### src/hw/rtl/dfrb_pkg.sv
// shared types and constants of the delimited frame ring buffer
package dfrb_pkg;

  localparam int unsigned ByteW = 8;
  localparam int unsigned CfgIdxW = 1;

  localparam logic FUNC_PUSH = 1'b0;
  localparam logic FUNC_GET  = 1'b1;

  localparam logic [CfgIdxW-1:0] CFG_HEAD_BYTE = 1'b0;
  localparam logic [CfgIdxW-1:0] CFG_TAIL_BYTE = 1'b1;

  localparam logic [ByteW-1:0] HEAD_RESET = 8'd2;
  localparam logic [ByteW-1:0] TAIL_RESET = 8'd3;

  typedef enum logic [2:0] {
    ST_FRAME        = 3'd0,
    ST_PUSHED       = 3'd1,
    ST_FULL_KEPT    = 3'd2,
    ST_FULL_CLEARED = 3'd3,
    ST_EMPTY        = 3'd4,
    ST_NO_FRAME     = 3'd5
  } dfrb_status_e;

  typedef enum logic [3:0] {
    S_IDLE,
    S_PUSH,
    S_FULL_RD,
    S_FULL_CHK,
    S_GET,
    S_SCAN_RD,
    S_SCAN_CHK,
    S_OUT_RD,
    S_OUT_EMIT,
    S_REPORT
  } dfrb_state_e;

endpackage

### src/hw/rtl/dfrb_store.sv
// byte store: one write port, one read port with registered read data
module dfrb_store import dfrb_pkg::*; #(
  parameter int unsigned DEPTH = 64
) (
  input  logic                     clk_i,
  input  logic                     we_i,
  input  logic [$clog2(DEPTH)-1:0] waddr_i,
  input  logic [ByteW-1:0]         wdata_i,
  input  logic [$clog2(DEPTH)-1:0] raddr_i,
  output logic [ByteW-1:0]         rdata_o
);

  logic [ByteW-1:0] mem_q [DEPTH];
  logic [ByteW-1:0] rdata_q;

  always_ff @(posedge clk_i) begin
    if (we_i) begin
      mem_q[waddr_i] <= wdata_i;
    end
  end

  always_ff @(posedge clk_i) begin
    rdata_q <= mem_q[raddr_i];
  end

  assign rdata_o = rdata_q;

endmodule

### src/hw/rtl/delimited_frame_ring_buffer.sv
// top level of the delimited frame ring buffer
//
// input channel (in_valid_i/in_ready_o): func_i = 0 pushes data_byte_i,
// func_i = 1 requests the next frame delimited by the head and tail bytes.
// output channel (out_valid_o/out_ready_i): one beat per push, one status
// beat for an empty store or no complete frame, or one beat per frame byte
// from head to tail; last_byte_o marks the final beat of each item.
// configuration: cfg_we_i writes cfg_data_i to head byte (index 0) or tail
// byte (index 1); the user must write only while the block is idle, as the block does not enforce it.
// flow: one item at a time; a new item is taken only back in S_IDLE. a push
// that finds room loads its beat into the output register from S_PUSH and
// returns to idle. a get dispatches in S_GET, then scans each stored byte
// through S_SCAN_RD and S_SCAN_CHK, since each step waits for the registered
// read of the byte memory, then sends each frame byte through S_OUT_RD and
// S_OUT_EMIT, or a status beat from S_REPORT. a push into a full store scans
// for a tail through S_FULL_RD and S_FULL_CHK, between S_PUSH and S_REPORT.
// reset: empty store, indices zero, head byte 2, tail byte 3; the memory
// itself is not cleared, only bytes inside the fill window are ever read.
// stall: a finished beat waits in the output register while the next item
// is accepted; work stops until that register can be loaded again.
module delimited_frame_ring_buffer import dfrb_pkg::*; #(
  parameter int unsigned DEPTH = 64
) (
  input  logic               clk_i,
  input  logic               rst_ni,
  input  logic               cfg_we_i,
  input  logic [CfgIdxW-1:0] cfg_idx_i,
  input  logic [ByteW-1:0]   cfg_data_i,
  input  logic               in_valid_i,
  output logic               in_ready_o,
  input  logic               func_i,
  input  logic [ByteW-1:0]   data_byte_i,
  output logic               out_valid_o,
  input  logic               out_ready_i,
  output logic [2:0]         status_o,
  output logic [ByteW-1:0]   frame_byte_o,
  output logic               last_byte_o
);

  localparam int unsigned IdxW = $clog2(DEPTH);
  localparam int unsigned CntW = $clog2(DEPTH + 1);
  localparam logic [IdxW-1:0] IdxLast = IdxW'(DEPTH - 1);
  localparam logic [CntW-1:0] CntFull = CntW'(DEPTH);
  localparam logic [CntW-1:0] CntOne  = CntW'(1);

  dfrb_state_e  state_q, state_d;
  dfrb_status_e code_q, code_d;
  logic [ByteW-1:0]  data_q;
  logic [ByteW-1:0]  head_q, tail_q;
  logic [IdxW-1:0]   rd_q, rd_d, wr_q, wr_d, p_q, p_d, t_q, t_d, h_q, h_d;
  logic [CntW-1:0]   fill_q, fill_d, rem_q, rem_d, trem_q, trem_d;
  logic              hv_q, hv_d;

  logic              out_valid_q;
  dfrb_status_e      out_status_q, out_status_n;
  logic [ByteW-1:0]  out_byte_q, out_byte_n;
  logic              out_last_q, out_last_n;
  logic              out_load, slot_free;

  logic              mem_we;
  logic [ByteW-1:0]  rdata;
  logic [IdxW-1:0]   p_inc, wr_inc;
  logic              in_fire;

  assign p_inc  = (p_q == IdxLast) ? '0 : p_q + 1'b1;
  assign wr_inc = (wr_q == IdxLast) ? '0 : wr_q + 1'b1;

  assign slot_free  = !out_valid_q || out_ready_i;
  assign in_ready_o = (state_q == S_IDLE);
  assign in_fire    = in_valid_i && in_ready_o;

  dfrb_store #(
    .DEPTH (DEPTH)
  ) u_store (
    .clk_i   (clk_i),
    .we_i    (mem_we),
    .waddr_i (wr_q),
    .wdata_i (data_q),
    .raddr_i (p_q),
    .rdata_o (rdata)
  );

  always_comb begin
    state_d      = state_q;
    code_d       = code_q;
    rd_d         = rd_q;
    wr_d         = wr_q;
    fill_d       = fill_q;
    p_d          = p_q;
    rem_d        = rem_q;
    t_d          = t_q;
    trem_d       = trem_q;
    h_d          = h_q;
    hv_d         = hv_q;
    mem_we       = 1'b0;
    out_load     = 1'b0;
    out_status_n = ST_FRAME;
    out_byte_n   = '0;
    out_last_n   = 1'b1;
    case (state_q)
      S_IDLE: begin
        if (in_fire) begin
          state_d = (func_i == FUNC_GET) ? S_GET : S_PUSH;
        end
      end
      S_PUSH: begin
        if (fill_q == CntFull) begin
          p_d     = rd_q;
          rem_d   = fill_q;
          state_d = S_FULL_RD;
        end else if (slot_free) begin
          mem_we       = 1'b1;
          wr_d         = wr_inc;
          fill_d       = fill_q + 1'b1;
          out_load     = 1'b1;
          out_status_n = ST_PUSHED;
          state_d      = S_IDLE;
        end
      end
      S_FULL_RD: begin
        state_d = S_FULL_CHK;
      end
      S_FULL_CHK: begin
        if (rdata == tail_q) begin
          code_d  = ST_FULL_KEPT;
          state_d = S_REPORT;
        end else if (rem_q == CntOne) begin
          rd_d    = '0;
          wr_d    = '0;
          fill_d  = '0;
          code_d  = ST_FULL_CLEARED;
          state_d = S_REPORT;
        end else begin
          p_d     = p_inc;
          rem_d   = rem_q - 1'b1;
          state_d = S_FULL_RD;
        end
      end
      S_GET: begin
        if (fill_q == '0) begin
          code_d  = ST_EMPTY;
          state_d = S_REPORT;
        end else begin
          p_d     = rd_q;
          rem_d   = fill_q;
          hv_d    = 1'b0;
          state_d = S_SCAN_RD;
        end
      end
      S_SCAN_RD: begin
        state_d = S_SCAN_CHK;
      end
      S_SCAN_CHK: begin
        if (rdata == tail_q) begin
          if (hv_q) begin
            t_d     = p_q;
            trem_d  = rem_q;
            p_d     = h_q;
            state_d = S_OUT_RD;
          end else begin
            // tail with no head before it: drop through the tail, search again
            rd_d   = p_inc;
            fill_d = rem_q - 1'b1;
            if (rem_q == CntOne) begin
              code_d  = ST_EMPTY;
              state_d = S_REPORT;
            end else begin
              p_d     = p_inc;
              rem_d   = rem_q - 1'b1;
              state_d = S_SCAN_RD;
            end
          end
        end else begin
          if (rdata == head_q) begin
            hv_d = 1'b1;
            h_d  = p_q;
          end
          if (rem_q == CntOne) begin
            code_d  = ST_NO_FRAME;
            state_d = S_REPORT;
          end else begin
            p_d     = p_inc;
            rem_d   = rem_q - 1'b1;
            state_d = S_SCAN_RD;
          end
        end
      end
      S_OUT_RD: begin
        state_d = S_OUT_EMIT;
      end
      S_OUT_EMIT: begin
        if (slot_free) begin
          out_load     = 1'b1;
          out_status_n = ST_FRAME;
          out_byte_n   = rdata;
          out_last_n   = (p_q == t_q);
          if (p_q == t_q) begin
            rd_d    = p_inc;
            fill_d  = trem_q - 1'b1;
            state_d = S_IDLE;
          end else begin
            p_d     = p_inc;
            state_d = S_OUT_RD;
          end
        end
      end
      S_REPORT: begin
        if (slot_free) begin
          out_load     = 1'b1;
          out_status_n = code_q;
          state_d      = S_IDLE;
        end
      end
      default: begin
        state_d = S_IDLE;
      end
    endcase
  end

  always_ff @(posedge clk_i or negedge rst_ni) begin
    if (!rst_ni) begin
      state_q <= S_IDLE;
    end else begin
      state_q <= state_d;
    end
  end

  always_ff @(posedge clk_i or negedge rst_ni) begin
    if (!rst_ni) begin
      rd_q   <= '0;
      wr_q   <= '0;
      fill_q <= '0;
      head_q <= HEAD_RESET;
      tail_q <= TAIL_RESET;
    end else begin
      rd_q   <= rd_d;
      wr_q   <= wr_d;
      fill_q <= fill_d;
      if (cfg_we_i && cfg_idx_i == CFG_HEAD_BYTE) begin
        head_q <= cfg_data_i;
      end
      if (cfg_we_i && cfg_idx_i == CFG_TAIL_BYTE) begin
        tail_q <= cfg_data_i;
      end
    end
  end

  always_ff @(posedge clk_i) begin
    code_q <= code_d;
    p_q    <= p_d;
    rem_q  <= rem_d;
    t_q    <= t_d;
    trem_q <= trem_d;
    h_q    <= h_d;
    hv_q   <= hv_d;
    if (in_fire) begin
      data_q <= data_byte_i;
    end
  end

  always_ff @(posedge clk_i or negedge rst_ni) begin
    if (!rst_ni) begin
      out_valid_q <= 1'b0;
    end else if (out_load) begin
      out_valid_q <= 1'b1;
    end else if (out_ready_i) begin
      out_valid_q <= 1'b0;
    end
  end

  always_ff @(posedge clk_i) begin
    if (out_load) begin
      out_status_q <= out_status_n;
      out_byte_q   <= out_byte_n;
      out_last_q   <= out_last_n;
    end
  end

  assign out_valid_o  = out_valid_q;
  assign status_o     = out_status_q;
  assign frame_byte_o = out_byte_q;
  assign last_byte_o  = out_last_q;

endmodule

### config.mk
export PLATFORM = sky130hd
export DESIGN_NAME = delimited_frame_ring_buffer
export DESIGN_NICKNAME = d
export VERILOG_FILES = /design/src/hw/rtl/dfrb_pkg.sv /design/src/hw/rtl/dfrb_store.sv /design/src/hw/rtl/delimited_frame_ring_buffer.sv
export SDC_FILE = /design/constraint.sdc
export NUM_CORES = 1
export LEC_CHECK = 0
export BUFFER_PORTS_ARGS = -buffer_cell sky130_fd_sc_hd__buf_2
export CAP_MARGIN = 25
export CORE_UTILIZATION = 40
export DETAILED_ROUTE_END_ITERATION = 12
export GPL_ROUTABILITY_DRIVEN = 0
export SYNTH_ARGS = -nofsm -noshare
export SYNTH_HDL_FRONTEND = slang
export SYNTH_SLANG_ARGS = --single-unit
### constraint.sdc
create_clock -name clk_i -period 2.5 [get_ports clk_i]
set_input_delay 0.125 -clock clk_i [delete_from_list [all_inputs] [get_ports clk_i]]
set_output_delay 0.125 -clock clk_i [all_outputs]
set_load 0.01 [all_outputs]
# == Yosys cells after proc, flatten, opt, wreduce, memory -nomap -nowiden ==
# Memory sizes are Yosys's and may differ from the RTL's. A register that Yosys moved wholly into a read port is not among the register bits.
# Index checks and enable logic that the tools add are counted.
# classes
addsub,5
reduce_logical,27
n_bitwise,2
n_eq_ne,34
mux,74
# op_table
operator,n
6-bit 2-to-1 mux,18
7-bit 2-to-1 mux,14
7-bit case mux with 4 select lines,2
4-bit 2-to-1 mux,10
4-bit case mux with 10 select lines,1
3-bit 2-to-1 mux,10
"2-bit != test, second input constant",15
6-bit case mux with 5 select lines,1
6-bit case mux with 3 select lines,1
"4-bit by 3-bit equality test with 1-bit output, second input constant",4
8-bit equality test,2
5-bit AND reduction,3
"7-bit by 1-bit subtractor with 7-bit output, second input constant",2
"6-bit by 1-bit adder with 6-bit output, second input constant",2
"6-bit equality test, second input constant",2
1-bit 2-to-1 mux,12
6-bit case mux with 2 select lines,1
3-bit case mux with 3 select lines,1
9-bit AND reduction,1
"4-bit by 2-bit equality test with 1-bit output, second input constant",2
"4-bit equality test, second input constant",2
4-bit nonzero test,2
"7-bit by 1-bit adder with 7-bit output, second input constant",1
"7-bit by 1-bit equality test with 1-bit output, second input constant",1
other kinds (22),32
# word_totals
ramBits,512
out_inout_bits,14
regBits,96
mem_count,1
wordCells,161
in_bits,23
# mem_list
name,words,word_bits,rd,rd_ports_with_merged_regs,write_ports,line,rtl
u_store.mem_q,64,8,1,1,1,dfrb_store.sv:13,logic [ByteW-1:0] mem_q [DEPTH];

# == Depth between registers and ports, before layout ==
# Gate-level depths: netlist (run 1).
# logic_depth
ltp_word,7
depth_mapped,10
ltp_nobuf,8

# == Cells and area by module ==
# Synthesis (run 1) repeated with hierarchy kept, for this count alone.
# unflattened
hier_cells,1430
area_unflattened_um2,25205.4
# by_module_without_submodules
mod,area_per_inst_um2,n_inst,cells_each,seq_area_each_um2
dfrb_store,20190.6,1,972,15534.9
delimited_frame_ring_buffer,5014.8,1,458,2686.3

# == Least setup slack after synthesis (run 1) ==
# OpenSTA, ideal clock, no wires.
# synth_timing
path_kind,reg2reg
start,register fill_q[0]
end,"memory u_store.mem_q[27][0], enable pin"
n_path_buf,0
setup_ns,0.371
path_slack_ns,-0.104
path_stages_with_launch,9
required_ns,2.129
period_less_slack_ns,2.604
arrival_ns,2.233
path_cell_list,dfrtp_1 -> inv_1 -> ha_1 -> nor2b_1 -> nand3_1 -> nor4b_2 -> nor2b_1 -> nand3_1 -> nor2_1
# synth_via
elab_chain_cells,5
# synth_lines
item,line,rtl
from (decl),delimited_frame_ring_buffer.sv:51,"logic [CntW-1:0] fill_q, fill_d, rem_q, rem_d, trem_q, trem_d;"
from (signal assigned),delimited_frame_ring_buffer.sv:238,fill_q <= fill_d;
7-bit equality test,delimited_frame_ring_buffer.sv:107,if (fill_q == CntFull) begin
1-bit 2-to-1 mux,delimited_frame_ring_buffer.sv:107,
1-bit 2-to-1 mux,delimited_frame_ring_buffer.sv:100,case (state_q)
1-bit 2-to-1 mux,dfrb_store.sv:17,if (we_i) begin
1-bit 2-to-1 mux (implied by the code),dfrb_store.sv:18,mem_q[waddr_i] <= wdata_i;
to (decl),dfrb_store.sv:13,
# Every way passes these cells.

==> out/results.ini, run 1 <==
[logic_synthesis]
synth_area_per_cell_sq_um=18.63
synth_cell_type_count=73
synth_top_family_by_area=multiplexers
synth_area_leaders=edfxtp_1 69%, mux4_2 12%, dfrtp_1 3.7%, nor2_1 1.4%, mux2_2 1.2%
synth_area_sq_mm=0.02487
synth_top_cell_by_area=edfxtp_1
synth_ff_type=edfxtp_1
syn_inst=1335
yosys.area_share.simple=0.05056
synth_nets=1365
synthMuxAreaShare=0.1456
ys_seq_elements=616
synthArstFlopShare=0.06494
synth_compound_area_frac=0.03989
synth-adder-area-share=0.003521
synth_top_area_frac=0.6858
synth_warnings=0
synthXorXnorAreaFrac=0.01338
synth_edf_count=568
ys_seq_area_frac=0.7326

[clock_network]
clk_latency_ps=600
h-tree-depth=3
clk_pin_slew_ps=60
clock-sinks=616
cts_buffers=66
cts_root_buf=clkbuf_16
cts_max_path_buffers=3
cts_tree=yes

[global_route]
grt_pass1_wl_um=88800
gr-total-overflow=0
track_usage=0.1910
grt_antenna_before_repair=0
grt_pass1_vias=13720
grt_max_degree=65

[finish]
seq_area_sq_mm=0.01822
fin_nets=1620
drive_gt1_frac=0.3180
areaGrowthSynthToFinish_pct=20.15
utilization=0.4851
fillers=5092
final_cell_mix=568 x edfxtp_1, 164 x buf_4, 138 x mux4_2
multi_input_area_sq_mm=0.006345
final_common_cell=edfxtp_1

[timing]
whs_ps=76.83
period_share=0.9811
finalSetupTns_ps=0
finalMaxSlewViolations=0
period_needed_ps=2453
final-hold-violation-count=0
final.setup_skew_ps=32.84
tightestPinTransition_ps=923.7
worst_slack_ps=47.23
fmax_mhz=407.7
max_slew_margin=0.3819
finalSetupViolCount=0

[place]
place.detailed.hpwl_um=38170
place.port_buffers=36
place_ws_ps=-188.1

[floorplan]
die_w_um=251.4
core-area_sq_mm=0.06160
dieArea_sq_mm=0.06318
rows=91
ios=37
die_h_um=251.4
initial_utilization=0.4038

[worst_setup_path]
required_ps=2960
cp_max_fo=12
path_class=flip-flop to flip-flop
rr_worst_depth=6
worstSetupStartpointType=flip-flop
cp-end-kind=flip-flop
critPathArrivalTime_ps=2910

[route]
drtPass1Iterations=8
vias_per_cell=5.495
drt_iter0_drc=1331
post_drt_wl_per_cell_um=23.82
drcViolationCount=0
via_count=13570
ant_nets=0
drt_wl_total_um=58840

[outcome]
status=complete, no violations

[power]
vdd_drop_max_uv=626.0
power_density_mw_per_mm2=1088
p_leak_nw=10.00

[min_path]
min_path_cells=3
hp-class=input pin to flip-flop

[flow_run]
max_cap_viol_count=0

cell usage after synthesis, types with 15 or more instances:
library cell / instances
mux4_2: 138
clkbuf_1: 31
and3_1: 15
nor3_1: 15
mux2i_1: 22
nor2_1: 90
nand3_1: 21
o21ai_0: 48
xor2_1: 22
buf_2: 22
xnor2_1: 16
mux2_2: 26
a22oi_1: 16
edfxtp_1: 568
dfrtp_1: 37
a21oi_1: 35
nand2_1: 50
cells by family after synthesis:
logic type	Yosys count
compound gates	153
flops	616
xor+xnor	38
simple gates	256
fa+ha+maj	7
buf+inv	79
mux	186
layout make-up:
class,instances,area share
Multi-Input combinational cell,640,0.2123
Tap cell,837,0.03504
Timing Repair Buffer,253,0.07557
Clock buffer,86,0.06025
Antenna cell,1,0.00008374
Inverter,13,0.001633
Clock inverter,24,0.005317
Sequential cell,616,0.6098
worst max-delay path, cell delays in order, from the launching register on:
cell	delay [ps]
edfxtp_1	390
buf_12	210
buf_4	220
mux4_2	550
mux4_2	530
nand2_1	230
a21oi_1	170
metal layers:
metal	vias up	GRT usage	part of all wire
met3	108	0.03862	0.064
met1	7054	0.2726	0.44
met5	-	0	0
li1	5912	-	-
met4	0	0.06237	0.028
met2	498	0.2942	0.47
where the power goes:
part           leakage [nW]  internal [mW]  switching [mW]
combinational          3.37           4.69            5.78
sequential             5.68           12.5           0.518
clock                 0.961           5.17            3.88
total                  10.0           22.3            10.2
metrics by stage:
stage / power [mW] / area, sq um / instances
2_1_floorplan: 19.38 / 24910 / 1335
3_3_place_gp: 23.40 / 27620 / 2335
3_5_place_dp: 23.54 / 27620 / 2335
4_1_cts: 32.70 / 29810 / 2466
5_1_grt: 33.92 / 29880 / 2469
6_report: 32.50 / 29880 / 2470
state kept, by name, indices dropped and copies added (netlist names):
name             flops
p_q                  6
frame_byte_o         8
wr_q                 6
rd_q                 6
tail_q               8
t_q                  6
state_q              4
head_q               8
hv_q                 1
status_o             3
rem_q                7
trem_q               7
h_q                  6
code_q               3
last_byte_o          1
u_store.mem_q      512
out_valid_o          1
data_q               8
u_store.rdata_o      8
fill_q               7
worst paths after layout:
kind / startpoint / endpoint / slack [ps]
worst min register to register: rem_q[1] / trem_q[1] / 500
worst min-delay path: cfg_idx_i / head_q[3] / 80
worst max register to register: p_q[0] / u_store.rdata_o[7] / 50
worst max-delay path: p_q[0] / u_store.rdata_o[7] / 50
min in group asynchronous: rst_ni / fill_q[3] / 450
max in group asynchronous: rst_ni / tail_q[0] / 1570
what timing repair did:
item	in CTS	in global routing
pin swaps	0	0
endpoints found under the setup margin	30	258
endpoints found under the hold margin	64	5
gates cloned	1	0
setup buffers	1	1
hold buffers	19	1
gates resized for setup	2	8
(Power assumes the default switching activity.)
==> run 2: changes to the inputs <==
--- a/config.mk
+++ b/config.mk
@@ -5,11 +5,10 @@
 export SDC_FILE = /design/constraint.sdc
 export NUM_CORES = 1
 export LEC_CHECK = 0
-export BUFFER_PORTS_ARGS = -buffer_cell sky130_fd_sc_hd__buf_2
+export BUFFER_PORTS_ARGS = -buffer_cell sky130_fd_sc_hd__buf_4
 export CAP_MARGIN = 25
 export CORE_UTILIZATION = 40
 export DETAILED_ROUTE_END_ITERATION = 12
-export GPL_ROUTABILITY_DRIVEN = 0
 export SYNTH_ARGS = -nofsm -noshare
 export SYNTH_HDL_FRONTEND = slang
 export SYNTH_SLANG_ARGS = --single-unit
==> out/results.ini, run 2 (same netlist as run 1, synthesis figures left out) <==
[power]
p_seq_frac=0.393
switching_share=0.3094
p_leak_nw=10.04
p_comb_frac=0.322
vdd_drop_max_uv=587.0
p_switching_mw=10.19
intPower_mw=22.74
total_power_mw=32.93
power_density_mw_per_mm2=1098
pwr-share-clk=0.284

[finish]
fin_nets=1607
largest-register=u_store.mem_q
stdcell_area_sq_mm=0.03000
multi_input_area_sq_mm=0.006340
drive_gt1_frac=0.3168
largest_reg_flops=512
diodes=0
areaGrowthSynthToFinish_pct=20.64
final_cell_mix=568 x edfxtp_1, 196 x buf_4, 138 x mux4_2
fillers=5032
seq_area_sq_mm=0.01822
final_common_cell=edfxtp_1
fin_cells=2466

[floorplan]
rows=91
dieArea_sq_mm=0.06318
die_w_um=251.4
initial_utilization=0.4038
core-area_sq_mm=0.06160
ios=37
die_h_um=251.4

[global_route]
track_usage=0.1926
gr-total-overflow=0
grt_pass1_wl_um=90490
grt_antenna_before_repair=0
grt_pass1_vias=13780
grt_max_degree=65

[timing]
final-hold-violation-count=0
period_share=0.9661
tightestPinTransition_ps=914.8
finalMaxSlewViolations=0
max_slew_margin=0.3855
period_needed_ps=2415
rsz0062_at_grt=false
finalSetupViolCount=0
fmax_mhz=414.0
worst_slack_ps=84.75
final.setup_skew_ps=34.03

[worst_setup_path]
reg2reg_to=u_store.rdata_o[2]
worstSetupStartpointType=flip-flop
r2r-start=p_q[0]
cp-end-kind=flip-flop
required_ps=2980
rr_worst_depth=7
ff2ff_setup_slack_ps=80
path_class=flip-flop to flip-flop
cp_max_fo=11
critPathArrivalTime_ps=2900

[clock_network]
clk_pin_slew_ps=60
clk_latency_ps=630
cts_root_buf=clkbuf_16
cts_buffers=60
cts_max_path_buffers=3
h-tree-depth=2
clock-sinks=616
cts_tree=yes

[min_path]
hp-class=input pin to flip-flop
min_path_cells=3
min_delay_worst_endpoint=head_q[4]
hold_start=cfg_idx_i

[place]
numPlacedInstances=2328
dpl_cell_area_sq_mm=0.02762
place.port_buffers=36
place_ws_ps=-65.78
place.detailed.hpwl_um=38130
place.gp.congestion=0.9070

[outcome]
status=complete, no violations

[route]
via_count=13390
drt_iter0_drc=1326
ant_nets=0
drtPass1Iterations=5
post_drt_wl_per_cell_um=24.17
vias_per_cell=5.430
drt_wl_total_um=59600
drcViolationCount=0

[flow_run]
max_cap_viol_count=0

-- run 2: cell types whose count changed in the layout (fill, tap and decap cells not counted), moves of 2 or more --
cell	before	now
buf_2	36	0
clkinv_2	11	9
clkinvlp_4	2	0
buf_4	164	196
clkinv_4	0	2
clkinv_1	8	10
clkbuf_8	1	3
buf_16	0	2
bufinv_16	1	9
clkbuf_16	69	61
buf_12	29	24
-- run 2: cell type report --
type,count,share of cell area
Sequential cell,616,0.6073
Clock buffer,81,0.05438
Tap cell,837,0.03490
Inverter,13,0.001626
Clock inverter,33,0.01393
Timing Repair Buffer,246,0.07652
Multi-Input combinational cell,640,0.2113
-- run 2: metrics by stage --
step | hold slack (ps) | util | setup TNS, ps
finish | 43.49 | 0.4871 | 0
global route | 43.44 | 0.4871 | 0
CTS | 7.173 | 0.4861 | 0
detailed placement | 153.3 | 0.4484 | -88.68
global placement | 149.3 | 0.4484 | -75.02
floorplan | -170.6 | - | -15790
-- run 2: what timing repair did --
item	in CTS	in global routing
hold buffers	19	0
endpoints found under the hold margin	67	0
gates resized for setup	2	10
setup buffers	0	3
setup endpoints to repair	2	276
cloned	2	0
-- run 2: how the worst max path moves through the flow --
stage              start                    to  cells past startpoint
2_1_floorplan  fill_q[0]  u_store.mem_q[27][0]                      8
3_3_place_gp      p_q[0]    u_store.rdata_o[2]                      7
3_5_place_dp      p_q[0]    u_store.rdata_o[2]                      7
4_1_cts           p_q[0]    u_store.rdata_o[2]                      7
5_1_grt        fill_q[0]  u_store.mem_q[54][5]                     11
6_report          p_q[0]    u_store.rdata_o[2]                      7
-- run 2: routing by layer --
layer / GRT usage / vias to the layer above / wire (um)
li1: - / 5898 / -
met1: 0.2842 / 7009 / 26900
met2: 0.3012 / 399 / 28150
met3: 0.02599 / 85 / 3273
met4: 0.05122 / 0 / 1276
met5: 0 / - / 0
-- run 2: worst max-delay path: stages, from the launching register on --
cell and delay (ps):
edfxtp_1 450, buf_12 190, buf_16 170, buf_4 140, mux4_2 490, mux4_2 600
o21ai_1 170, a21oi_1 60
-- run 2: power groups by stage --
stage	clock network, mW	logic, mW	registers, mW
finish	9.37	10.6	13.0
global route	9.92	11.4	13.0
CTS	9.54	10.6	13.0
detailed placement	0	10.4	13.2
global placement	0	10.4	13.2
floorplan	0	6.12	13.3
==> run 3: changes to the inputs <==
--- a/config.mk
+++ b/config.mk
@@ -11,4 +11,5 @@
 export DETAILED_ROUTE_END_ITERATION = 12
 export SYNTH_ARGS = -nofsm -noshare
 export SYNTH_HDL_FRONTEND = slang
+export SYNTH_HIERARCHICAL = 1
 export SYNTH_SLANG_ARGS = --single-unit
==> out/results.ini, run 3 <==
[logic_synthesis]
ys_seq_elements=616
synth_nets=1460
yosys-top-cells-count=568 x edfxtp_1, 131 x nor2_1, 124 x mux4_2
ys_seq_area_frac=0.7229
synthArstFlopShare=0.06494
synth_area_sq_mm=0.02521
synth_most_common_cell=edfxtp_1
synth_area_leaders=edfxtp_1 68%, mux4_2 11%, dfrtp_1 3.7%, nor2_1 2.0%, xnor2_1 0.94%
synth_ff_type=edfxtp_1
synth_warnings=6
synth_cell_type_count=80
syn_inst=1430
synth_edf_count=568
synth_area_per_cell_sq_um=17.63
synth_top_area_frac=0.6767
synth_top_cell_by_area=edfxtp_1

[worst_setup_path]
r2r-start=fill_q[1]
path_class=flip-flop to flip-flop
worstSetupStartpointType=flip-flop
cp_max_fo=8
cp-end-kind=flip-flop
reg2reg_to=u_store/mem_q[39][4]
ff2ff_setup_slack_ps=-120
rr_worst_depth=12
critPathArrivalTime_ps=2990
required_ps=2870

[floorplan]
initial_utilization=0.4069
die_h_um=253.0
die_w_um=253.0
dieArea_sq_mm=0.06402
core-area_sq_mm=0.06194
rows=91
ios=37

[finish]
final_common_cell=edfxtp_1
areaGrowthSynthToFinish_pct=21.88
fin_cells=2531
drive_gt1_frac=0.3325
fillers=5123
fin_nets=1673
utilization=0.4960
largest-register=u_store/mem_q
final_cell_mix=568 x edfxtp_1, 160 x buf_4, 124 x mux4_2
stdcell_area_sq_mm=0.03072
largest_reg_flops=512

[min_path]
hold_start=out_ready_i
min_delay_worst_endpoint=out_valid_o
min_path_cells=4
hp-class=input pin to flip-flop

[place]
dpl_cell_area_sq_mm=0.02747
place.detailed.hpwl_um=40780
place.port_buffers=36
place.gp.congestion=0.8692
numPlacedInstances=2374

[global_route]
grt_pass1_vias=14290
grt_max_degree=65
gr-total-overflow=0
track_usage=0.2013
grt_antenna_before_repair=1
grt_pass1_wl_um=94250

[power]
power_density_mw_per_mm2=1139
total_power_mw=35.00
p_leak_nw=10.04
vdd_drop_max_uv=450.5

[timing]
finalMaxSlewViolations=0
finalSetupViolCount=270
period_share=1.049
worst_slack_ps=-123.7
rsz0062_at_grt=true
final.setup_skew_ps=23.81
period_needed_ps=2624
fmax_mhz=381.1
final-hold-violation-count=0
tightestPinTransition_ps=949.3
max_slew_margin=0.3671

[clock_network]
clk_latency_ps=610
clk_pin_slew_ps=60
cts_max_path_buffers=3
h-tree-depth=3
cts_root_buf=clkbuf_16
cts_tree=yes
clock-sinks=616
cts_buffers=67

[outcome]
violations=setup timing
status=complete, but fails checks

[route]
post_drt_wl_per_cell_um=25.08
drcViolationCount=0
drt_iter0_drc=1573
via_count=14310
drtPass1Iterations=5
drt_wl_total_um=63490
ant_nets=0
vias_per_cell=5.652

[flow_run]
max_cap_viol_count=0

## run 3: changes by cell type after synthesis, sizes merged, moves of 8 or more
| cell | delta |
|---|---|
| nand3 | +15 |
| or2 | +8 |
| mux2 | -9 |
| nand2 | +9 |
| xnor2 | +11 |
| o22ai | +23 |
| mux4 | -14 |
| o21ai | -9 |
| nor2 | +40 |
| xor2 | -11 |
## run 3: worst max-delay path, cell delays in order (launching register included)
cell	delay (ps)
dfrtp_1	390
inv_2	90
ha_4	120
or4b_4	460
o31a_1	320
o21ai_2	190
nor2_4	110
buf_6	140
nand2_4	50
or3_4	140
buf_12	160
nor2_4	60
buf_6	150
## run 3: what timing repair did
item                                    CTS  global route
pin swaps                                23            40
gates cloned                              0             1
resized for setup                       135            43
endpoints found under the hold margin    66             0
setup buffers                            11            18
endpoints found under the setup margin  526           516
hold buffers                             18             0
## run 3: how the worst max path moves through the flow
stage,cells after the start,start,to
floorplan,10,fill_q[0],u_store/mem_q[37][0]
global placement,10,fill_q[0],u_store/mem_q[25][2]
detailed placement,10,fill_q[0],u_store/mem_q[25][0]
CTS,12,fill_q[0],u_store/mem_q[34][0]
global route,12,fill_q[1],u_store/mem_q[39][4]
finish,12,fill_q[1],u_store/mem_q[39][4]
## run 3: cell type report
cell class              count  area (sq um)  area share
well taps                 837          1047     0.03409
clock inverters            39         421.7     0.01373
flip-flops and latches    616         18220      0.5931
inverters                  18         72.57    0.002362
multi-input cells         721          7131      0.2321
diodes                      1         2.502  0.00008146
repair buffers            219          2057     0.06696
clock buffers              80          1768     0.05755
## run 3: cells by family (layout without fill, tap and decap cells)
group / count (synthesis) / in the layout / share of synthesized area
AND/OR/NAND/NOR: 335 / 335 / 0.06438
flip-flops: 616 / 616 / 0.7229
XOR/XNOR: 38 / 38 / 0.01320
buffers and inverters: 93 / 356 / 0.01941
multiplexers: 161 / 161 / 0.1263
adder cells (fa/ha/maj): 7 / 7 / 0.003475
AO/OA/AOI/OAI: 180 / 180 / 0.05029
other: 0 / 1 / 0
## run 3: per-layer routing
metal / track usage / up-vias / share of wire
met5: 0 / - / 0
met4: 0.06442 / 0 / 0.029
met3: 0.04122 / 112 / 0.074
met2: 0.3115 / 594 / 0.47
met1: 0.2855 / 7439 / 0.43
li1: - / 6160 / -
## run 3: stage by stage
stage               TNS (ps)  hold slack [ps]  setup WS [ps]
floorplan                  0           -170.6          5.267
global placement     -154450            160.3         -412.9
detailed placement   -176300            172.2         -501.7
CTS                    -6489            13.66         -108.0
global route          -51640            56.97         -210.6
finish                -18630            28.21         -123.7
## run 3: power by group
part,switching [mW],total (mW),leakage [nW],internal (mW)
clock,3.96,9.85,1.06,5.89
combinational,6.97,12.2,3.31,5.25
sequential,0.488,12.9,5.67,12.4
